==> src/rtl/smx_pkg.sv <==
`default_nettype none

package smx_pkg;

	// Datapath and field widths
	localparam int DATA_W  = 32;
	localparam int OP_W    = 5;
	localparam int FAULT_W = 3;
	localparam int FLAG_W  = 2;

	// Program space is a power of two, so index wrap is a plain truncation
	localparam int PROGRAM_DEPTH = 1024;
	localparam int IDX_W         = $clog2(PROGRAM_DEPTH);

	// Defaults for the top-level parameters
	localparam int STACK_DEPTH_DEF    = 32;
	localparam int REGISTER_COUNT_DEF = 4;

	// Opcodes
	localparam logic [OP_W-1:0] OP_NOP   = 5'd0;
	localparam logic [OP_W-1:0] OP_PUSHI = 5'd1;
	localparam logic [OP_W-1:0] OP_PUSHR = 5'd2;
	localparam logic [OP_W-1:0] OP_POPR  = 5'd3;
	localparam logic [OP_W-1:0] OP_ADD   = 5'd4;
	localparam logic [OP_W-1:0] OP_SUB   = 5'd5;
	localparam logic [OP_W-1:0] OP_MUL   = 5'd6;
	localparam logic [OP_W-1:0] OP_DIV   = 5'd7;
	localparam logic [OP_W-1:0] OP_MOD   = 5'd8;
	localparam logic [OP_W-1:0] OP_OR    = 5'd9;
	localparam logic [OP_W-1:0] OP_XOR   = 5'd10;
	localparam logic [OP_W-1:0] OP_AND   = 5'd11;
	localparam logic [OP_W-1:0] OP_SHL   = 5'd12;
	localparam logic [OP_W-1:0] OP_SHR   = 5'd13;
	localparam logic [OP_W-1:0] OP_NOT   = 5'd14;
	localparam logic [OP_W-1:0] OP_NEG   = 5'd15;
	localparam logic [OP_W-1:0] OP_CMP   = 5'd16;
	localparam logic [OP_W-1:0] OP_BEQ   = 5'd17;
	localparam logic [OP_W-1:0] OP_BNE   = 5'd18;
	localparam logic [OP_W-1:0] OP_BGT   = 5'd19;
	localparam logic [OP_W-1:0] OP_BLT   = 5'd20;
	localparam logic [OP_W-1:0] OP_BGE   = 5'd21;
	localparam logic [OP_W-1:0] OP_BLE   = 5'd22;
	localparam logic [OP_W-1:0] OP_CALL  = 5'd23;
	localparam logic [OP_W-1:0] OP_JMP   = 5'd24;
	localparam logic [OP_W-1:0] OP_RET   = 5'd25;
	localparam logic [OP_W-1:0] OP_END   = 5'd26;

	// Fault codes
	localparam logic [FAULT_W-1:0] FLT_NONE      = 3'd0;
	localparam logic [FAULT_W-1:0] FLT_OVERFLOW  = 3'd1;
	localparam logic [FAULT_W-1:0] FLT_UNDERFLOW = 3'd2;
	localparam logic [FAULT_W-1:0] FLT_DIVZERO   = 3'd3;
	localparam logic [FAULT_W-1:0] FLT_BADREG    = 3'd4;

	// Compare flag codes
	localparam logic [FLAG_W-1:0] FLAG_EQ = 2'd0;
	localparam logic [FLAG_W-1:0] FLAG_GT = 2'd1;
	localparam logic [FLAG_W-1:0] FLAG_LT = 2'd2;

	typedef struct packed {
		logic [OP_W-1:0]          opcode;
		logic signed [DATA_W-1:0] argument;
		logic [IDX_W-1:0]         current_index;
	} instr_t;

	typedef struct packed {
		logic [IDX_W-1:0]         next_index;
		logic                     halted;
		logic signed [DATA_W-1:0] register_zero;
		logic [FAULT_W-1:0]       fault;
	} result_t;

	// Divider request and response
	typedef struct packed {
		logic              start;
		logic              want_rem;
		logic [DATA_W-1:0] dividend;
		logic [DATA_W-1:0] divisor;
	} div_req_t;

	typedef struct packed {
		logic              done;
		logic [DATA_W-1:0] value;
	} div_rsp_t;

endpackage

`default_nettype wire

==> src/rtl/stack_machine_execute.sv <==
// Execute stage of a 32-bit stack machine. Each instr request carries one fetched
// instruction (opcode, argument, its program index) and yields exactly one result
// request with the next program index, a halt mark, register 0 after the step and
// a fault code. The block handles one instruction at a time: instr_ready is high
// only while it is idle. Most instructions first read the top two stack entries
// from the registered-read stack memory, then execute and write back. Divide and
// modulo run through a bit-serial restoring divider. A finished result sits in
// an output register, so the next instruction is taken while it waits; if that
// register is still full when the next result is ready, the block holds until it
// drains. A faulting instruction changes no state.
// The operand stack is not cleared at reset; the depth count guards every read.
`default_nettype none

module stack_machine_execute
	import smx_pkg::*;
#(
	parameter int STACK_DEPTH    = STACK_DEPTH_DEF,
	parameter int REGISTER_COUNT = REGISTER_COUNT_DEF
) (
	input  wire logic    clk,
	input  wire logic    arst_n,
	input  wire logic    instr_valid,
	output logic         instr_ready,
	input  wire instr_t  instr,
	output logic         result_valid,
	input  wire logic    result_ready,
	output result_t      result
);

	localparam int AW  = $clog2(STACK_DEPTH);
	localparam int DW  = $clog2(STACK_DEPTH + 1);
	localparam int RIW = (REGISTER_COUNT > 1) ? $clog2(REGISTER_COUNT) : 1;

	typedef enum logic [1:0] {
		S_IDLE,
		S_EXEC,
		S_DIV,
		S_HOLD
	} state_t;

	state_t            state_q;
	instr_t            instr_q;
	logic [DW-1:0]     depth_q;
	logic [FLAG_W-1:0] cmp_q;
	logic [DATA_W-1:0] regs_q [REGISTER_COUNT];
	result_t           out_q;
	logic              out_valid_q;
	result_t           res_q;

	logic [DATA_W-1:0] stack_mem [STACK_DEPTH];
	logic [DATA_W-1:0] top_q;
	logic [DATA_W-1:0] sec_q;

	logic [DW-1:0]     depth_m1;
	logic [DW-1:0]     depth_m2;
	logic [AW-1:0]     top_addr;
	logic [AW-1:0]     sec_addr;
	logic [AW-1:0]     push_addr;

	logic              has1;
	logic              has2;
	logic              full;
	logic              reg_ok;
	logic [RIW-1:0]    reg_idx;

	logic [DATA_W-1:0] alu_result;
	logic [FLAG_W-1:0] alu_flag;
	div_req_t          div_req;
	div_rsp_t          div_rsp;

	logic              mem_we;
	logic [AW-1:0]     mem_waddr;
	logic [DATA_W-1:0] mem_wdata;
	logic              reg_we;
	logic              cmp_we;
	logic              go_div;
	logic              finish;
	logic              taken;
	logic [DW-1:0]     depth_d;
	logic [IDX_W-1:0]  next_d;
	logic              halted_d;
	logic [FAULT_W-1:0] fault_d;
	logic [DATA_W-1:0] reg0_d;
	result_t           res_d;
	logic              slot_free;
	logic              load_out;

	// Stack pointers derived from the depth count
	assign depth_m1  = depth_q - DW'(1);
	assign depth_m2  = depth_q - DW'(2);
	assign top_addr  = depth_m1[AW-1:0];
	assign sec_addr  = depth_m2[AW-1:0];
	assign push_addr = depth_q[AW-1:0];

	assign has1   = (depth_q != '0);
	assign has2   = (depth_q >= DW'(2));
	assign full   = (depth_q == DW'(STACK_DEPTH));
	assign reg_ok = ($unsigned(instr_q.argument) < DATA_W'(REGISTER_COUNT));
	assign reg_idx = instr_q.argument[RIW-1:0];

	// Operand stack: one write port, two registered read ports at top and second
	always_ff @(posedge clk) begin
		if (mem_we) begin
			stack_mem[mem_waddr] <= mem_wdata;
		end
		top_q <= stack_mem[top_addr];
		sec_q <= stack_mem[sec_addr];
	end

	smx_alu u_alu (
		.op     (instr_q.opcode),
		.a      (sec_q),
		.b      (top_q),
		.result (alu_result),
		.flag   (alu_flag)
	);

	assign div_req.start    = go_div;
	assign div_req.want_rem = (instr_q.opcode == OP_MOD);
	assign div_req.dividend = sec_q;
	assign div_req.divisor  = top_q;

	smx_divider u_div (
		.clk    (clk),
		.arst_n (arst_n),
		.req    (div_req),
		.rsp    (div_rsp)
	);

	// Instruction decode, fault checks and write-back control
	always_comb begin
		mem_we    = 1'b0;
		mem_waddr = push_addr;
		mem_wdata = alu_result;
		reg_we    = 1'b0;
		cmp_we    = 1'b0;
		go_div    = 1'b0;
		taken     = 1'b0;
		depth_d   = depth_q;
		next_d    = instr_q.current_index + IDX_W'(1);
		halted_d  = 1'b0;
		fault_d   = FLT_NONE;

		if (state_q == S_EXEC) begin
			case (instr_q.opcode) inside
				OP_PUSHI: begin
					if (full) begin
						fault_d = FLT_OVERFLOW;
					end else begin
						mem_we    = 1'b1;
						mem_wdata = instr_q.argument;
						depth_d   = depth_q + DW'(1);
					end
				end
				OP_PUSHR: begin
					if (!reg_ok) begin
						fault_d = FLT_BADREG;
					end else if (full) begin
						fault_d = FLT_OVERFLOW;
					end else begin
						mem_we    = 1'b1;
						mem_wdata = regs_q[reg_idx];
						depth_d   = depth_q + DW'(1);
					end
				end
				OP_POPR: begin
					if (!reg_ok) begin
						fault_d = FLT_BADREG;
					end else if (!has1) begin
						fault_d = FLT_UNDERFLOW;
					end else begin
						reg_we  = 1'b1;
						depth_d = depth_m1;
					end
				end
				[OP_ADD:OP_SHR]: begin
					if (!has2) begin
						fault_d = FLT_UNDERFLOW;
					end else if (instr_q.opcode == OP_DIV || instr_q.opcode == OP_MOD) begin
						if (top_q == '0) begin
							fault_d = FLT_DIVZERO;
						end else begin
							go_div = 1'b1;
						end
					end else begin
						mem_we    = 1'b1;
						mem_waddr = sec_addr;
						depth_d   = depth_m1;
					end
				end
				OP_NOT, OP_NEG: begin
					if (!has1) begin
						fault_d = FLT_UNDERFLOW;
					end else begin
						mem_we    = 1'b1;
						mem_waddr = top_addr;
					end
				end
				OP_CMP: begin
					if (!has2) begin
						fault_d = FLT_UNDERFLOW;
					end else begin
						cmp_we  = 1'b1;
						depth_d = depth_m2;
					end
				end
				OP_BEQ: taken = (cmp_q == FLAG_EQ);
				OP_BNE: taken = (cmp_q != FLAG_EQ);
				OP_BGT: taken = (cmp_q == FLAG_GT);
				OP_BLT: taken = (cmp_q == FLAG_LT);
				OP_BGE: taken = (cmp_q != FLAG_LT);
				OP_BLE: taken = (cmp_q != FLAG_GT);
				OP_CALL: begin
					if (full) begin
						fault_d = FLT_OVERFLOW;
					end else begin
						mem_we    = 1'b1;
						mem_wdata = {{(DATA_W - IDX_W){1'b0}}, instr_q.current_index};
						depth_d   = depth_q + DW'(1);
						taken     = 1'b1;
					end
				end
				OP_JMP: taken = 1'b1;
				OP_RET: begin
					if (!has1) begin
						fault_d = FLT_UNDERFLOW;
					end else begin
						next_d  = top_q[IDX_W-1:0] + IDX_W'(1);
						depth_d = depth_m1;
					end
				end
				OP_END: begin
					halted_d = 1'b1;
					next_d   = instr_q.current_index;
				end
				default: ;
			endcase
		end else if (state_q == S_DIV && div_rsp.done) begin
			// Divider result replaces the second entry
			mem_we    = 1'b1;
			mem_waddr = sec_addr;
			mem_wdata = div_rsp.value;
			depth_d   = depth_m1;
		end

		if (taken) begin
			next_d = instr_q.argument[IDX_W-1:0];
		end
	end

	// Result assembly; register 0 reflects a pop into it on this step
	assign reg0_d = (reg_we && reg_idx == RIW'(0)) ? top_q : regs_q[0];
	assign finish = (state_q == S_EXEC && !go_div) || (state_q == S_DIV && div_rsp.done);
	assign slot_free = !out_valid_q || result_ready;
	assign load_out  = (finish || state_q == S_HOLD) && slot_free;

	always_comb begin
		res_d.next_index    = next_d;
		res_d.halted        = halted_d;
		res_d.register_zero = reg0_d;
		res_d.fault         = fault_d;
	end

	// Sequencer, architectural state and output register
	always_ff @(posedge clk or negedge arst_n) begin
		if (!arst_n) begin
			state_q     <= S_IDLE;
			instr_q     <= '0;
			depth_q     <= '0;
			cmp_q       <= FLAG_EQ;
			for (int i = 0; i < REGISTER_COUNT; i++) begin
				regs_q[i] <= '0;
			end
			out_q       <= '0;
			out_valid_q <= 1'b0;
			res_q       <= '0;
		end else begin
			// Drained and not refilled this cycle
			if (result_valid && result_ready && !load_out) begin
				out_valid_q <= 1'b0;
			end

			if (finish) begin
				depth_q <= depth_d;
			end
			if (cmp_we) begin
				cmp_q <= alu_flag;
			end
			if (reg_we) begin
				regs_q[reg_idx] <= top_q;
			end

			case (state_q)
				S_IDLE: begin
					if (instr_valid) begin
						instr_q <= instr;
						state_q <= S_EXEC;
					end
				end
				S_EXEC, S_DIV: begin
					if (finish) begin
						if (slot_free) begin
							out_q       <= res_d;
							out_valid_q <= 1'b1;
							state_q     <= S_IDLE;
						end else begin
							res_q   <= res_d;
							state_q <= S_HOLD;
						end
					end else if (go_div) begin
						state_q <= S_DIV;
					end
				end
				S_HOLD: begin
					if (slot_free) begin
						out_q       <= res_q;
						out_valid_q <= 1'b1;
						state_q     <= S_IDLE;
					end
				end
				default: state_q <= S_IDLE;
			endcase
		end
	end

	assign instr_ready  = (state_q == S_IDLE);
	assign result_valid = out_valid_q;
	assign result       = out_q;

endmodule

`default_nettype wire

==> src/rtl/smx_alu.sv <==
`default_nettype none

module smx_alu
	import smx_pkg::*;
(
	input  wire logic [OP_W-1:0]   op,
	input  wire logic [DATA_W-1:0] a,      // second entry
	input  wire logic [DATA_W-1:0] b,      // top entry
	output logic      [DATA_W-1:0] result,
	output logic      [FLAG_W-1:0] flag
);

	logic [4:0] shamt;

	assign shamt = b[4:0];

	// Combinational operations; divide and modulo go to the divider
	always_comb begin
		case (op)
			OP_ADD:  result = a + b;
			OP_SUB:  result = a - b;
			OP_MUL:  result = a * b;
			OP_OR:   result = a | b;
			OP_XOR:  result = a ^ b;
			OP_AND:  result = a & b;
			OP_SHL:  result = a << shamt;
			OP_SHR:  result = DATA_W'($signed(a) >>> shamt);
			OP_NOT:  result = (b == '0) ? DATA_W'(1) : '0;
			OP_NEG:  result = '0 - b;
			default: result = DATA_W'($signed(a) >>> shamt);
		endcase
	end

	// Signed three-way compare, second against top
	always_comb begin
		if (a == b) begin
			flag = FLAG_EQ;
		end else if ($signed(a) > $signed(b)) begin
			flag = FLAG_GT;
		end else begin
			flag = FLAG_LT;
		end
	end

endmodule

`default_nettype wire

==> src/rtl/smx_divider.sv <==
`default_nettype none

module smx_divider
	import smx_pkg::*;
(
	input  wire logic     clk,
	input  wire logic     arst_n,
	input  wire div_req_t req,
	output div_rsp_t      rsp
);

	localparam int CNT_W = $clog2(DATA_W);

	typedef enum logic [1:0] {
		D_IDLE,
		D_RUN,
		D_FIX
	} dstate_t;

	dstate_t           state_q;
	logic [DATA_W-1:0] quo_q;
	logic [DATA_W-1:0] rem_q;
	logic [DATA_W-1:0] dvs_q;
	logic [CNT_W-1:0]  cnt_q;
	logic              qneg_q;
	logic              rneg_q;
	logic              want_rem_q;
	logic              done_q;
	logic [DATA_W-1:0] value_q;

	logic [DATA_W-1:0] dvd_mag;
	logic [DATA_W-1:0] dvs_mag;
	logic [DATA_W:0]   shifted;
	logic [DATA_W:0]   diff;

	// Operand magnitudes; the most negative value maps to its unsigned magnitude
	assign dvd_mag = req.dividend[DATA_W-1] ? '0 - req.dividend : req.dividend;
	assign dvs_mag = req.divisor[DATA_W-1]  ? '0 - req.divisor  : req.divisor;

	// One restoring step: bring in the next dividend bit, try the subtract
	assign shifted = {rem_q, quo_q[DATA_W-1]};
	assign diff    = shifted - {1'b0, dvs_q};

	always_ff @(posedge clk or negedge arst_n) begin
		if (!arst_n) begin
			state_q    <= D_IDLE;
			quo_q      <= '0;
			rem_q      <= '0;
			dvs_q      <= '0;
			cnt_q      <= '0;
			qneg_q     <= 1'b0;
			rneg_q     <= 1'b0;
			want_rem_q <= 1'b0;
			done_q     <= 1'b0;
			value_q    <= '0;
		end else begin
			// Done pulses for one cycle after the sign fix-up
			done_q <= (state_q == D_FIX);
			case (state_q)
				D_IDLE: begin
					if (req.start) begin
						quo_q      <= dvd_mag;
						rem_q      <= '0;
						dvs_q      <= dvs_mag;
						cnt_q      <= CNT_W'(DATA_W - 1);
						qneg_q     <= req.dividend[DATA_W-1] ^ req.divisor[DATA_W-1];
						rneg_q     <= req.dividend[DATA_W-1];
						want_rem_q <= req.want_rem;
						state_q    <= D_RUN;
					end
				end
				D_RUN: begin
					rem_q <= diff[DATA_W] ? shifted[DATA_W-1:0] : diff[DATA_W-1:0];
					quo_q <= {quo_q[DATA_W-2:0], ~diff[DATA_W]};
					if (cnt_q == '0) begin
						state_q <= D_FIX;
					end else begin
						cnt_q <= cnt_q - CNT_W'(1);
					end
				end
				D_FIX: begin
					// Quotient truncates toward zero, remainder follows the dividend
					if (want_rem_q) begin
						value_q <= rneg_q ? '0 - rem_q : rem_q;
					end else begin
						value_q <= qneg_q ? '0 - quo_q : quo_q;
					end
					state_q <= D_IDLE;
				end
				default: state_q <= D_IDLE;
			endcase
		end
	end

	assign rsp.done  = done_q;
	assign rsp.value = value_q;

endmodule

`default_nettype wire

==> config.mk <==
export PLATFORM = sky130hd
export DESIGN_NAME = stack_machine_execute
export DESIGN_NICKNAME = d
export VERILOG_FILES = /design/src/rtl/smx_pkg.sv /design/src/rtl/stack_machine_execute.sv /design/src/rtl/smx_alu.sv /design/src/rtl/smx_divider.sv
export SDC_FILE = /design/constraint.sdc
export NUM_CORES = 2
export LEC_CHECK = 0
export BUFFER_PORTS_ARGS = -buffer_cell sky130_fd_sc_hd__buf_4
export CORE_UTILIZATION = 50
export CTS_BUF_LIST = sky130_fd_sc_hd__clkbuf_8
export CTS_CLUSTER_DIAMETER = 100
export DETAILED_ROUTE_END_ITERATION = 8
export PLACE_DENSITY = 0.65
export SLEW_MARGIN = 0
export SYNTH_ARGS = -nofsm -noshare
export SYNTH_HDL_FRONTEND = slang
export SYNTH_SLANG_ARGS = --single-unit
==> constraint.sdc <==
create_clock -name clk -period 15.6 [get_ports clk]
set_input_delay 0.78 -clock clk [delete_from_list [all_inputs] [get_ports clk]]
set_output_delay 0.78 -clock clk [all_outputs]
set_load 0.01 [all_outputs]
Word level (Yosys, flattened, before mapping)

Memory sizes are Yosys's and may differ from the RTL's. A register that Yosys moved wholly into a read port is not among the register bits.
Index checks and enable logic that the tools add are counted.
Widths: inputs -> output; s select.

Memories kept: 1
Bits in registers: 417
Logic and storage cells: 367
Memory bits (writable): 1,024
Output and inout port bits: 48
Input bits: 51

Memory list:

| memory    | words | bits a word | read ports | clocked after Yosys merged registers in | write ports | RTL line                    | RTL |
|---|---|---|---|---|---|---|---|
| stack_mem | 32    | 32          | 2          | 2                                       | 1           | stack_machine_execute.sv:50 | `logic [DATA_W-1:0] stack_mem [STACK_DEPTH];` |

Bitwise gates (word level): 7
Shifts and indexed selects: 2
Eq/ne operators: 58
$lt $le $gt $ge: 7
Muxes and demuxes: 212
Add/sub/neg operators: 13
Multiply operators: 1
Reductions and logical operators: 37

Operators with widths:

| operator              | count |
|---|---|
| $mux 32               | 31 |
| $pmux 32 s9           | 1 |
| $mux 10               | 19 |
| $mux 6                | 24 |
| $mux 46               | 3 |
| $bwmux 128            | 1 |
| $pmux 32 s2           | 2 |
| $sub 1x32->32 const A | 4 |
| $pmux 46 s2           | 1 |
| $mux 1                | 80 |
| $bmux 32 s2           | 1 |
| $demux 32 s2          | 1 |
| $mux 5                | 12 |
| $eq 5x5->1 const B    | 11 |
| $mux 3                | 18 |
| $ne 7x7->1 const B    | 6 |
| $eq 5x4->1 const B    | 7 |
| $sub 33x32->33        | 1 |
| $add 32x32->32        | 1 |
| $and 32x32->32        | 1 |
| $eq 32x32->1          | 1 |
| $gt 32x32->1          | 1 |
| $logic_not 32->1      | 1 |
| $lt 32x3->1 const B   | 1 |
| 49 further kinds      | 108 |

Longest topological paths before layout

Word-level depth: 22
Mapped depth: 32
Mapped depth without buffers: 28

By module

A second synthesis with hierarchy kept.

Cells, all modules: 7,888
Area, all modules: 98,769.7 um^2

By module, submodules not included:

| module                | seq. area each (um^2) | instances | cells each | area an instance (um^2) |
|---|---|---|---|---|
| stack_machine_execute | 38,987.4              | 1         | 3,378      | 63,623.5 |
| smx_alu               | 0.0                   | 1         | 3,247      | 24,875.1 |
| smx_divider           | 3,478.3               | 1         | 1,263      | 10,271.1 |

Worst setup path before layout

No wires, ideal clock.

Path kind: register to register
From: reg top_q[2] (read register of stack_mem)
To: mem stack_mem[0][31] (data pin)
Setup time: 615 ps
Path buffers: 5
Required time: 14,985 ps
Slack: 4,630 ps
Clock period less this slack: 10,970 ps
Arrival: 10,355 ps
Stages on the path, launching flop included: 29
Cell sequence: dfxtp_1 inv_1 clkbuf_1 clkbuf_1 buf_1 clkbuf_1 clkbuf_1 nor2_1 fa_1 inv_1 fa_1 fa_1 fa_1 inv_1 fa_1 ha_1 fa_1 fa_1 ha_1 a21o_1 a21o_1 or4_1 a2111oi_0 o31ai_1 nand2_1 o21a_1 o21ai_0 xnor2_1 o311ai_0

Word-level cells in the longest chain between the ends: 17
Elaborated cells on any way between the ends: 26
Those cells by class: add/sub (3); mul (1); shift (2); mux (20)

Ends and longest elaborated chain:

| item                                         | RTL line                     | RTL |
|---|---|---|
| start: declaration                           | stack_machine_execute.sv:51  | `logic [DATA_W-1:0] top_q;` |
| $mul 32x32->32, or another cell as far along | smx_alu.sv:22                | `OP_MUL: result = a * b;` |
| $pmux 32 s9 *                                | smx_alu.sv:19                | `case (op)` |
| $mux 32                                      | stack_machine_execute.sv:214 | `if (full) begin` |
| $mux 32 (13 in a row)                        | stack_machine_execute.sv:145 | `case (instr_q.opcode) inside` |
| $mux 32 *                                    | stack_machine_execute.sv:144 | `if (state_q == S_EXEC) begin` |
| named net mem_wdata[31]                      | stack_machine_execute.sv:73  | `logic [DATA_W-1:0] mem_wdata;` |
| end: declaration                             | stack_machine_execute.sv:50  |  |

The timed path passes the listed nets; every way through them passes the cells marked *.

Final worst setup path

From: reg top_q[13] (read register of stack_mem)
To: mem stack_mem[10][27] (data pin)

Word-level cells in the longest chain between the ends: 17
Elaborated cells on any way between the ends: 24
Those cells by class: add/sub (3); mul (1); mux (20)

Ends and longest elaborated chain:

| item                                         | RTL line |
|---|---|
| $mul 32x32->32, or another cell as far along | smx_alu.sv:22 |
| $pmux 32 s9 *                                | smx_alu.sv:19 |
| $mux 32                                      | stack_machine_execute.sv:214 |
| $mux 32 (13 in a row)                        | stack_machine_execute.sv:145 |
| $mux 32 *                                    | stack_machine_execute.sv:144 |
| named net mem_wdata[27]                      | stack_machine_execute.sv:73 |

Marks and branches as above.

==> key figures <==
Status
  • Status: finished clean

Clock tree
  • Post-CTS Setup Repair Bufs: 0
  • Clk root buf: clkbuf_8
  • Clk buf depth: 4
  • CTS buffer count: 274
  • CTS tree: built
  • # resized after CTS: 0
  • Clock transition at path regs: 0.06 ns
  • Clk Latency, worst-skew pair: 1.08 ns
  • CTS H-tree depth: 5
  • Clock sink count: 1505

Logic synthesis
  • Mean Syn Cell Area: 12.4 um^2
  • Post-synth EDFFs: 1024
  • Post-synth cell types: 92
  • Top cell type's share of synthesized area: 0.319
  • Async set-or-reset flop fraction in the synthesized netlist: 0.277
  • Yosys top cell by area: edfxtp_1
  • Yosys warns: 0
  • Flops & latches, synth: 1505
  • Sequential element share of the synthesized area: 0.441
  • Syn_nets: 8474
  • Synth area leaders: edfxtp_1, mux4_2, dfrtp_1, fa_1, ha_1
  • Post-Syn Area: 96300 um^2
  • Gate Count Post-Synth: 7741
  • Primary FF master, synth: edfxtp_1

Critical path
  • R2R Path End: stack_mem[10][27]
  • R2R Path Start: top_q[13]
  • Worst path cell trace: clkinv_1 > nor2_1 > fa_1 > fa_1 > fa_1 > inv_1 > fa_1 > inv_1 > fa_1 > ha_1 > fa_1 > fa_1 > ha_1 > a21o_1 > a21o_1 > or4_1 > a2111oi_0 > o31ai_1 > buf_4 > nand2_1 > o21a_1 > xnor2_1 > a2111oi_0 > o21ai_2
  • Worst EP required: 16.23 ns
  • Critical Path Max Stage Delay: 0.92 ns
  • Kind of critical path: reg -> reg
  • Worst Setup End Kind: register
  • Most used cell along the critical path: fa_1
  • Crit path max fanout: 32
  • Nature of the critical path startpoint: register
  • Register-to-register setup slack: 5.43 ns
  • Arrival time worst endpoint: 10.79 ns
  • Worst Reg-to-Reg Cells: 24
  • Slowest CP cell: o21ai_2

Die
  • Die Y: 441 um
  • Row Count: 160
  • Starting density of the core: 0.505
  • I/O pin cnt: 99
  • Die extent in x: 441 um
  • Die footprint: 194000 um^2
  • Total core area: 191000 um^2

Detailed routing
  • Drt total wl: 357 mm
  • Detailed router's first-iteration violation count: 9822
  • Residual DRC count: 0
  • Routed vias/inst: 6.76
  • Pre-antenna DRT Iters: 8
  • Antenna-violating nets left: 0
  • Routed wire length per instance: 33.8 um
  • Via count: 71200

Hold path
  • HP Class: in -> reg
  • Hold Path Stages: 3
  • Hold endpoint: result_valid
  • Hold Crit Start: result_ready

Global route
  • GR Util All Layers: 0.370
  • Vias in the first global route: 70100
  • Initial antenna violation count: 25
  • Grt ovf: 0
  • Global-route wire length before repair: 509 mm
  • Largest net degree at the start of global routing: 143

Placed design
  • Final Wtd Congestion: 1.07
  • DP HPWL: 241 mm
  • Port bufs: 98

Timing
  • Final period util: 0.652
  • Slew headroom: 0.0551
  • Setup TNS: 0 ns
  • Final hold violations: 0
  • Final min period: 10.17 ns
  • Fin. max-slew vios: 0
  • Number of setup violations in the final report: 0
  • Worst Max-Slew Pin Slew: 1.42 ns
  • Worst Skew: 0.102 ns
  • RSZ-0062 raised after global routing: false
  • Fin Hold WS: 0.153 ns
  • Fmax: 98.4 MHz

Final layout
  • Most common cell after layout, fill and taps aside: edfxtp_1
  • Most frequent cells in the layout: edfxtp_1, mux4_2, nand2_1
  • Area grow syn2layout: 9.94%
  • Layout cells sized above 1: 0.213
  • Layout net count: 8562

Job
  • Max-Cap Viols: 0
## final cells by class
class,count,area (um^2)
repair buffers,370,2940
fillers,15700,84900
clock inverters,155,835
clock buffers,298,4100
flip-flops and latches,1505,42500
diodes,21,52.6
inverters,571,2140
well taps,2511,3140
multi-input cells,5107,50200
## how the worst max path moves through the flow
stage / to / cells past startpoint / startpoint / slack (ns)
after CTS: stack_mem[24][27] / 24 / top_q[13] / 5.83
after floorplan: stack_mem[0][31] / 28 / top_q[2] / 4.63
after detailed placement: stack_mem[6][27] / 24 / top_q[13] / 5.95
after global placement: stack_mem[4][27] / 24 / top_q[13] / 6.13
final: stack_mem[10][27] / 24 / top_q[13] / 5.43
after global routing: stack_mem[27][27] / 24 / top_q[13] / 5.18
## flip-flops by register name, indices dropped and copies added, names as in the netlist, 5 cells and up
| register | count |
|---|---|
| top_q | 32 |
| regs_q | 128 |
| res_q | 46 |
| instr_q | 47 |
| u_div.quo_q | 32 |
| u_div.value_q | 32 |
| result | 46 |
| sec_q | 32 |
| depth_q | 6 |
| u_div.dvs_q | 32 |
| u_div.rem_q | 32 |
| stack_mem | 1024 |
| u_div.cnt_q | 5 |
## cell families (layout without fill, tap and decap cells)
| group | after synthesis | in the layout | share of synthesized area |
|---|---|---|---|
| AOI/OAI and AO/OA | 1289 | 1289 | 0.0833 |
| xor gates and xnor gates | 279 | 279 | 0.0254 |
| adders and majority gates | 682 | 682 | 0.121 |
| buffers and inverters | 1129 | 1394 | 0.0443 |
| DFF | 1505 | 1505 | 0.441 |
| muxes | 1027 | 1027 | 0.204 |
| other | 0 | 21 | 0 |
| and+or+nand+nor | 1830 | 1830 | 0.0818 |
## synth_stat cells (100+ instances only)
cell      instances
mux2i_1         119
xnor2_1         221
ha_1            271
o21ai_0         451
dfrtp_1         417
fa_1            411
nor2_1          712
inv_1           547
edfxtp_1       1024
clkbuf_1        435
buf_1           100
nand2_1         692
a21oi_1         316
mux4_2          729
mux2_2          179
## worst max-delay path: cells and delay by family (launching register included)
kind	cells	cell delay, ns
adder cells (fa/ha/maj)	9	3.82
AO/OA/AOI/OAI	7	2.76
buffers and inverters	4	1.13
AND/OR/NAND/NOR	3	0.88
flip-flops	1	0.71
XOR/XNOR	1	0.38
## metal layers
layer / routed length, um / track usage / up-vias
met5: 99 / 0 / -
met4: 25200 / 0.220 / 16
met3: 43200 / 0.110 / 1263
met2: 159000 / 0.556 / 5028
met1: 129000 / 0.476 / 36300
li1: - / - / 28700
## through the flow
step	setup slack, ns	instances	instance area, um^2	utilization
floorplan	4.63	7741	96300	-
global placement	6.13	10000	100000	0.526
detailed placement	5.95	10000	100000	0.526
CTS	5.83	10500	106000	0.555
global route	5.18	10500	106000	0.555
finish	5.43	10500	106000	0.555
## what timing repair did
| item | in CTS | in global routing |
|---|---|---|
| setup endpoints to repair | 0 | 0 |
| hold buffers | 48 | 0 |
| endpoints found under the hold margin | 120 | 0 |
Power is left out: the tool's default activity adds up to more than one toggle a clock period on the data nets, which glitch-free logic cannot reach.
